### src/hts_pkg.sv
// Shared types and codes for the set-associative handle table.
`timescale 1ns / 1ps

package hts_pkg;

  // Field widths fixed by the item format
  localparam int unsigned HandleW = 32;
  localparam int unsigned PtrW    = 32;
  localparam int unsigned EntryW  = HandleW + PtrW;
  localparam int unsigned OpW     = 2;
  localparam int unsigned StsW    = 2;

  // Operation codes
  localparam logic [OpW-1:0] OpInsert = 2'd0;
  localparam logic [OpW-1:0] OpLookup = 2'd1;
  localparam logic [OpW-1:0] OpRemove = 2'd2;

  // Result status codes
  localparam logic [StsW-1:0] StsOk      = 2'd0;
  localparam logic [StsW-1:0] StsFull    = 2'd1;
  localparam logic [StsW-1:0] StsUnknown = 2'd2;

  // Controller to datapath commands
  typedef struct packed {
    logic clear;   // write a zero row at the sweep address
    logic accept;  // latch the input item and issue the row read
    logic exec;    // compare the row, write it back, load the result
  } cmd_t;

  // Datapath to controller status
  typedef struct packed {
    logic clear_last;  // sweep is at the last row
    logic out_valid;   // result register is occupied
  } sts_t;

endpackage

### src/hts_ctrl.sv
// Controller state machine for the handle table: clear sweep, accept, execute.
`timescale 1ns / 1ps

module hts_ctrl (
  input  logic          clk_i,
  input  logic          rst_ni,
  input  logic          in_valid_i,
  input  logic          out_ready_i,
  input  hts_pkg::sts_t sts_i,
  output logic          in_ready_o,
  output hts_pkg::cmd_t cmd_o
);
  import hts_pkg::*;

  localparam logic [1:0] StClear = 2'd0;
  localparam logic [1:0] StIdle  = 2'd1;
  localparam logic [1:0] StExec  = 2'd2;

  logic [1:0] state_q, state_d;
  logic       ready;

  // Take an item only when the result register is free by the next edge
  assign ready      = (state_q == StIdle) && (!sts_i.out_valid || out_ready_i);
  assign in_ready_o = ready;

  // Next state and commands
  always_comb begin
    state_d      = state_q;
    cmd_o        = '0;
    case (state_q)
      StClear: begin
        cmd_o.clear = 1'b1;
        if (sts_i.clear_last) begin
          state_d = StIdle;
        end
      end
      StIdle: begin
        if (in_valid_i && ready) begin
          cmd_o.accept = 1'b1;
          state_d      = StExec;
        end
      end
      StExec: begin
        cmd_o.exec = 1'b1;
        state_d    = StIdle;
      end
      default: begin
        state_d = StIdle;
      end
    endcase
  end

  always_ff @(posedge clk_i or negedge rst_ni) begin
    if (!rst_ni) begin
      state_q <= StClear;
    end else begin
      state_q <= state_d;
    end
  end

endmodule

### config.mk
export PLATFORM = sky130hd
export DESIGN_NAME = hts_ctrl
export DESIGN_NICKNAME = d
export VERILOG_FILES = /design/src/hts_pkg.sv /design/src/hts_ctrl.sv
export SDC_FILE = /design/constraint.sdc
export NUM_CORES = 1
export LEC_CHECK = 0
export ABC_AREA = 1
export ABC_CLOCK_PERIOD_IN_PS = 800
export BUFFER_PORTS_ARGS = -buffer_cell sky130_fd_sc_hd__clkbuf_2
export CORE_AREA = 4 4 41 43
export DETAILED_ROUTE_END_ITERATION = 10
export DIE_AREA = 0 0 45 47
export HOLD_SLACK_MARGIN = 0.15
export SLEW_MARGIN = 20
export SYNTH_ARGS = -nofsm -noshare
export SYNTH_HDL_FRONTEND = slang
export SYNTH_SLANG_ARGS = --single-unit
export TNS_END_PERCENT = 20
### constraint.sdc
create_clock -name clk_i -period 0.8 [get_ports clk_i]
set_clock_uncertainty 0.1 [all_clocks]
set_input_delay 0.12 -clock clk_i [delete_from_list [all_inputs] [get_ports clk_i]]
set_output_delay 0.12 -clock clk_i [all_outputs]
set_load 0.1 [all_outputs]
==> summary.md, run 1 <==
| Metric | Value |
|---|---|
| Final HPWL DP | `289 um` |
| Die Wd | `between 40 and 50 um` |
| Initial Util | `9.13%` |
| Routed WL | `approximately 330 um` |
| Adder-Cell Fraction of Synth Area | `0%` |
| Port buffer count | `9` |
| Synth top area share | `approximately 42%` |
| Drc violations | `0` |
| Switching pwr | `397 uW` |
| Routed WL per cell | `6.92 um` |
| Final Wtd Congestion | `approximately 0.57` |
| Final setup vio count | `6` |
| Fillers | `between 100 and 150` |
| Sequential share of the synthesized area | `around 42%` |
| Simple-Gate Fraction of Synth Area | `35.8%` |
| Post_cts resized | `0` |
| LEAKAGE | `0.166 nW` |
| # hold bufs at CTS | `1` |
| Switching Share | `45.4%` |
| Mapped Nets | `23` |
| Slew Limit Fails | `0` |
| Clk pwr share | `approximately 26%` |
| Register area | `50.0 um2` |
| Max-cap viol count | `0` |
| Clk_lat worst skew | `230 ps` |
| Crit-path max cell delay | `between 300 and 400 ps` |
| Flop pwr share | `14.4%` |
| Yosys warnings | `0` |
| Final Total Pwr | `873 uW` |
| Post-synthesis compound-gate area fraction | `0%` |
| Number of core rows | `13` |
| Max reg flops | `2` |
| GRT Total Usage | `4.34%` |
| Outcome | `finished with violations` |
| Global route overflow | `0` |
| Met2 routed WL | `186 um` |
| Crit Path Max Fanout | `2` |
| Final Non-Filler Cells | `48` |
| CP Cell Sequence | `nor2_2 > nand3_2 > clkinvlp_4 > buf_12` |
| First DRT Iteration DRCs | `0` |
| Worst setup EP type | `primary output` |
| First-pass GRT wire length | `483 um` |
| Met3 WL | `39 um` |
| Area growth syn-to-layout | `166%` |
| Layout Nets | `roughly 40` |
| Area of the multi-input gates | `57.6 um2` |
| DIE AREA | `2120 um2` |
| Initial antenna violation count | `0` |
| CP max stage cell | `dfrtp_1` |
| Synthesis-stage register bit count | `2` |
| TritonRoute pass-1 iters | `1` |
| Worst Slack Setup Final | `-515 ps` |
| Cell Area, Placed | `284 um2` |
| Post-route minimum period | `1310 ps` |
| Design area | `approximately 320 um2` |
| Mux contribution to synthesized area | `0%` |
| Top sig layer | `met4` |
| Yosys cell types | `7` |
| Startpoint types | `flop` |
| Routed vias | `around 140` |
| Power per cell area | `2760 nW/um2` |
| Share of cells above drive strength 1 | `63.6%` |
| Wl on met1 | `102 um` |
| Violated checks | `negative setup slack` |
| Largest family of logic cells by synthesized area | `simple AND/OR/NAND/NOR gates` |
| Clk root buf | `clkbuf_4` |
| Logic gate share of total power | `59.9%` |
| Vias in the first global route | `144` |
| CTS tree | `done` |
| Placed Cells | `44` |
| CTS buffer count | `3` |
| Hold WC Path Type | `primary input to flop` |
| Slew headroom | `between 90% and 100%` |
| Syn_area_per_cell | `6.99 um2` |
| CTS H-tree lvls | `1` |
| Largest regs | `state_q: 2 flops` |
| Largest net degree at the start of global routing | `3` |
| Syn Std Cell Area | `between 100 and 150 um2` |
| Remaining antenna violation count | `0` |
| Worst EP required | `around 580 ps` |
| Ant. Diodes | `0` |
| Crit path buf inv count | `2` |
| Routed vias/inst | `between 2 and 3` |
| CTS sink count | `2` |
| Final hold vios | `0` |
| Largest reg by FF count | `state_q` |
| Critical Path AT | `around 1100 ps` |
| Ports | `10` |
| RSZ-0062 raised after global routing | `true` |
| Area leader, netlist | `dfrtp_1` |
| Final Cycle Share | `164%` |
| Core box area | `around 1300 um2` |
| Die Span Y | `47 um` |
| Int Pwr | `477 uW` |
| Worst-Margin Slew | `108 ps` |
| Synth area leaders | `dfrtp_1, inv_1, nand2_1, nand3_2, and2_2` |
| Max Fclk | `roughly 0.76 GHz` |
| Xor/xnor cell area share of the yosys netlist | `0%` |
| Setup CP Type | `flop to primary output` |
| VDD IR-drop max | `0.649 mV` |
| Worst path top cell family by delay | `flip-flops` |
| Syn Inst Count | `17` |
| Clk pin slew, worst setup/hold paths | `30 ps` |
| Clock Path Buffers | `2` |
[synthesized netlist by cell type]
master and count:
inv_1 7, nand2_1 3, dfrtp_1 2, nor2_1 2, and2_2 1, nand3_2 1
nor2_2 1
[worst min-delay path, delay by kind of cell]
kind | cells | cell delay, ps
and+or+nand+nor | 2 | 90
buffers and inverters | 3 | 140
[cell families (layout without fill, tap and decap cells)]
logic type             after synthesis  after routing
and+or+nand+nor                      8              8
buffers and inverters                7             23
DFF                                  2              2
[layer usage]
metal,vias to the layer above,GRT usage (%)
li1,77,-
met4,0,10.5
met5,-,0
met3,2,2.30
met1,57,2.27
met2,5,5.93
[final timing paths]
kind	startpoint	end	slack, ps	cells past startpoint
max	state_q[1]	cmd_o[1]	-510	4
min	sts_i[1]	state_q[0]	60	5
max reg2reg	state_q[1]	state_q[0]	-250	5
min reg2reg	state_q[1]	state_q[1]	560	4
max in group asynchronous	rst_ni	state_q[1]	380	2
min in group asynchronous	rst_ni	state_q[0]	120	2
[layout by cell type, fill, tap and decap left out]
cell type / Yosys / final
clkbuf_4: 0 / 3
and2_2: 1 / 1
buf_4: 0 / 3
dlygate4sd3_1: 0 / 1
nand3_2: 1 / 1
buf_12: 0 / 4
nor2_2: 1 / 1
clkinvlp_4: 0 / 1
clkbuf_2: 0 / 5
nand2_1: 3 / 3
dfrtp_1: 2 / 2
inv_1: 7 / 6
nor2_4: 0 / 2
[power groups by stage]
stage          Combinational, mW  Clock (mW)  Sequential (mW)
3_5_place_dp               0.525           0            0.128
5_1_grt                    0.540       0.253            0.128
4_1_cts                    0.529       0.244            0.127
2_1_floorplan              0.306           0            0.143
6_report                   0.523       0.224            0.126
3_3_place_gp               0.519           0            0.127
[metrics by stage]
step	setup slack (ps)	TNS [ps]	utilization [%]	hold slack (ps)
after floorplan	-537	-2300	-	-276
after global placement	-284	-1390	21.8	-189
after detailed placement	-294	-1460	21.8	-187
after CTS	-545	-2480	24.3	62.0
after global routing	-575	-2590	24.3	87.9
final	-515	-2350	24.3	64.5
[what timing repair did]
| item | in CTS | in global routing |
|---|---|---|
| endpoints found under the setup margin | 6 | 6 |
| buffers inserted | 0 | 0 |
| endpoints found under the hold margin | 4 | 3 |
[final cells by class]
type	instances	area share [%]
clock buffers	3	7.11
inverters	7	9.49
flip-flops and latches	2	15.8
multi-input cells	8	18.2
well taps	15	5.93
repair buffers	13	43.5
Power figures use the tool's default switching activity.
==> run 2, diff against run 1 <==
--- a/config.mk
+++ b/config.mk
@@ -5,7 +5,6 @@
 export SDC_FILE = /design/constraint.sdc
 export NUM_CORES = 1
 export LEC_CHECK = 0
-export ABC_AREA = 1
 export ABC_CLOCK_PERIOD_IN_PS = 800
 export BUFFER_PORTS_ARGS = -buffer_cell sky130_fd_sc_hd__clkbuf_2
 export CORE_AREA = 4 4 41 43
==> summary.md, run 2 <==
| Metric | Value |
|---|---|
| Outcome | `finished with violations` |
| Violated checks | `negative setup slack` |
| Crit Path Max Fanout | `2` |
| Syn Inst Count | `11` |
| Slew Limit Fails | `0` |
| Adder-Cell Fraction of Synth Area | `0%` |
| Share of cells above drive strength 1 | `77.8%` |
| # hold bufs at CTS | `1` |
| DIE AREA | `2120 um2` |
| Cell Area, Placed | `272 um2` |
| Post-CTS Setup Repair Bufs | `0` |
| Sequential share of the synthesized area | `between 40 and 50%` |
| Final Wtd Congestion | `0.580` |
| Synthesis-stage register bit count | `2` |
| Initial Util | `9.04%` |
| TritonRoute pass-1 iters | `2` |
| Simple-Gate Fraction of Synth Area | `52.1%` |
| CTS sink count | `2` |
| Startpoint types | `flop` |
| Commonest non-fill, non-tap cell in the layout | `clkbuf_2` |
| Xor/xnor cell area share of the yosys netlist | `0%` |
| Max reg flops | `2` |
| Critical Path AT | `about 1200 ps` |
| Max Fclk | `0.708 GHz` |
| First-pass GRT wire length | `about 560 um` |
| CTS H-tree lvls | `1` |
| Worst EP required | `580 ps` |
| LEAKAGE | `0.148 nW` |
| Yosys cell types | `9` |
| Clk root buf | `clkbuf_4` |
| Final Total Pwr | `859 uW` |
| Final Cycle Share | `177%` |
| Hold WC Path Type | `primary input to flop` |
| Yosys warnings | `0` |
| GRT Total Usage | `4.19%` |
| Synth top area share | `42.6%` |
| CTS buffer count | `3` |
| Clk pin slew, worst setup/hold paths | `about 30 ps` |
| Async SR Flop Fraction | `100%` |
| Max-cap viol count | `0` |
| Worst setup EP type | `primary output` |
| Post-route minimum period | `roughly 1400 ps` |
| Ports | `10` |
| Number of synthesized flops with an enable pin | `0` |
| Worst-Margin Slew | `~150 ps` |
| Synth top cells by count | `dfrtp_1, nor2_1` |
| Area of the multi-input gates | `roughly 85 um2` |
| Mux contribution to synthesized area | `0%` |
| Syn_area_per_cell | `10.7 um2` |
| Power per cell area | `around 2700 nW/um2` |
| Area growth syn-to-layout | `170%` |
| RSZ-0062 raised after global routing | `true` |
| Routed WL per cell | `between 7 and 8 um` |
| Synth area leaders | `dfrtp_1, nand2b_4, and3b_4, and2_4, nor2_1` |
| Port buffer count | `9` |
| Die Wd | `approximately 45 um` |
| Routed vias | `roughly 130` |
| WHS | `64.9 ps` |
| Core box area | `1300 um2` |
| Clock Path Buffers | `2` |
| Routed vias/inst | `3.17` |
| Ys flop type | `dfrtp_1` |
| Drc violations | `0` |
| Post-synthesis compound-gate area fraction | `under 10%` |
| Post-Route Utilization | `between 20% and 30%` |
| Ant. Diodes | `0` |
| Register area | `50.0 um2` |
| Final hold vios | `0` |
| Remaining antenna violation count | `0` |
| Global route overflow | `0` |
| Commonest non-fill, non-tap cells in the layout | `clkbuf_2, buf_12, clkbuf_4` |
| Mapped Nets | `17` |
| VDD IR-drop max | `0.900 mV` |
| Initial antenna violation count | `0` |
| Slew headroom | `90.0%` |
| Design area | `318 um2` |
| First DRT Iteration DRCs | `2` |
| Fillers | `144` |
| Largest reg by FF count | `state_q` |
| Final setup vio count | `6` |
| Setup CP Type | `flop to primary output` |
| Syn Std Cell Area | `118 um2` |
| Area leader, netlist | `dfrtp_1` |
| Largest regs | `state_q: 2 flops` |
| Clk_lat worst skew | `roughly 220 ps` |
| Largest net degree at the start of global routing | `5` |
| Routed WL | `330 um` |
| CTS tree | `done` |
| Layout Nets | `35` |
| Vias in the first global route | `145` |
| Worst Slack Setup Final | `-612 ps` |
| Die Span Y | `47 um` |
| Largest family of logic cells by synthesized area | `simple AND/OR/NAND/NOR gates` |
| Number of core rows | `13` |
[run 2: cell types whose count changed in the layout (fill, tap and decap cells not counted), sizes merged]
| cell | before | now |
|---|---|---|
| inv | 6 | 0 |
| nand2 | 3 | 0 |
| and2 | 1 | 2 |
| or2 | 0 | 1 |
| nand2b | 0 | 1 |
| a31oi | 0 | 1 |
| nor2 | 3 | 2 |
| and3b | 0 | 1 |
| nand3 | 1 | 0 |
| nor2b | 0 | 1 |
| clkinvlp | 1 | 0 |
[run 2: layer usage]
layer / wire length (um) / GRT usage, % / up-vias / part of all wire (%)
met4: 0 / 1.75 / 0 / 0
met1: 163 / 4.55 / 54 / 49
met3: 66 / 5.36 / 0 / 20
li1: - / - / 69 / -
met5: 0 / 0 / - / 0
met2: 99 / 4.52 / 10 / 30
[run 2: cell type report]
cell class                      count  area share [%]
Timing Repair Buffer               13            44.5
Clock buffer                        3            7.09
Multi-Input combinational cell      9            26.8
Sequential cell                     2            15.7
Tap cell                           15            5.91
[run 2: worst max-delay path: stages (launching register included)]
cell	delay [ps]
dfrtp_1	370
and3b_4	290
and2_4	140
buf_12	160
[run 2: kinds of logic after synthesis]
group | count (synthesis)
DFF | 2
and+or+nand+nor | 8
AOI/OAI and AO/OA | 1
[run 2: metrics by stage]
stage                     std cells  setup WS [ps]  TNS (ps)
after detailed placement         38           -389     -1790
after global placement           38           -380     -1750
after global routing             42           -662     -2900
final                            42           -612     -2610
after floorplan                  11           -724     -2970
after CTS                        42           -627     -2660
[run 2: worst paths after layout]
kind	slack (ps)	cells after the start	start	to
min in group asynchronous	130	2	rst_ni	state_q[1]
setup / recovery	-610	3	state_q[1]	cmd_o[1]
hold / removal	60	2	in_valid_i	state_q[1]
setup reg to reg	-300	3	state_q[0]	state_q[1]
hold reg to reg	500	2	state_q[1]	state_q[0]
max in group asynchronous	370	2	rst_ni	state_q[0]
[run 2: power by group]
| part | internal [mW] | switching [mW] |
|---|---|---|
| Sequential | 0.117 | 0.0150 |
| Clock | 0.165 | 0.0517 |
| Combinational | 0.215 | 0.295 |
[run 2: timing repair]
item,in CTS,in global routing
endpoints found under the setup margin,6,6
gates resized for setup,3,0
pin swaps,4,0
hold endpoints to repair,3,3
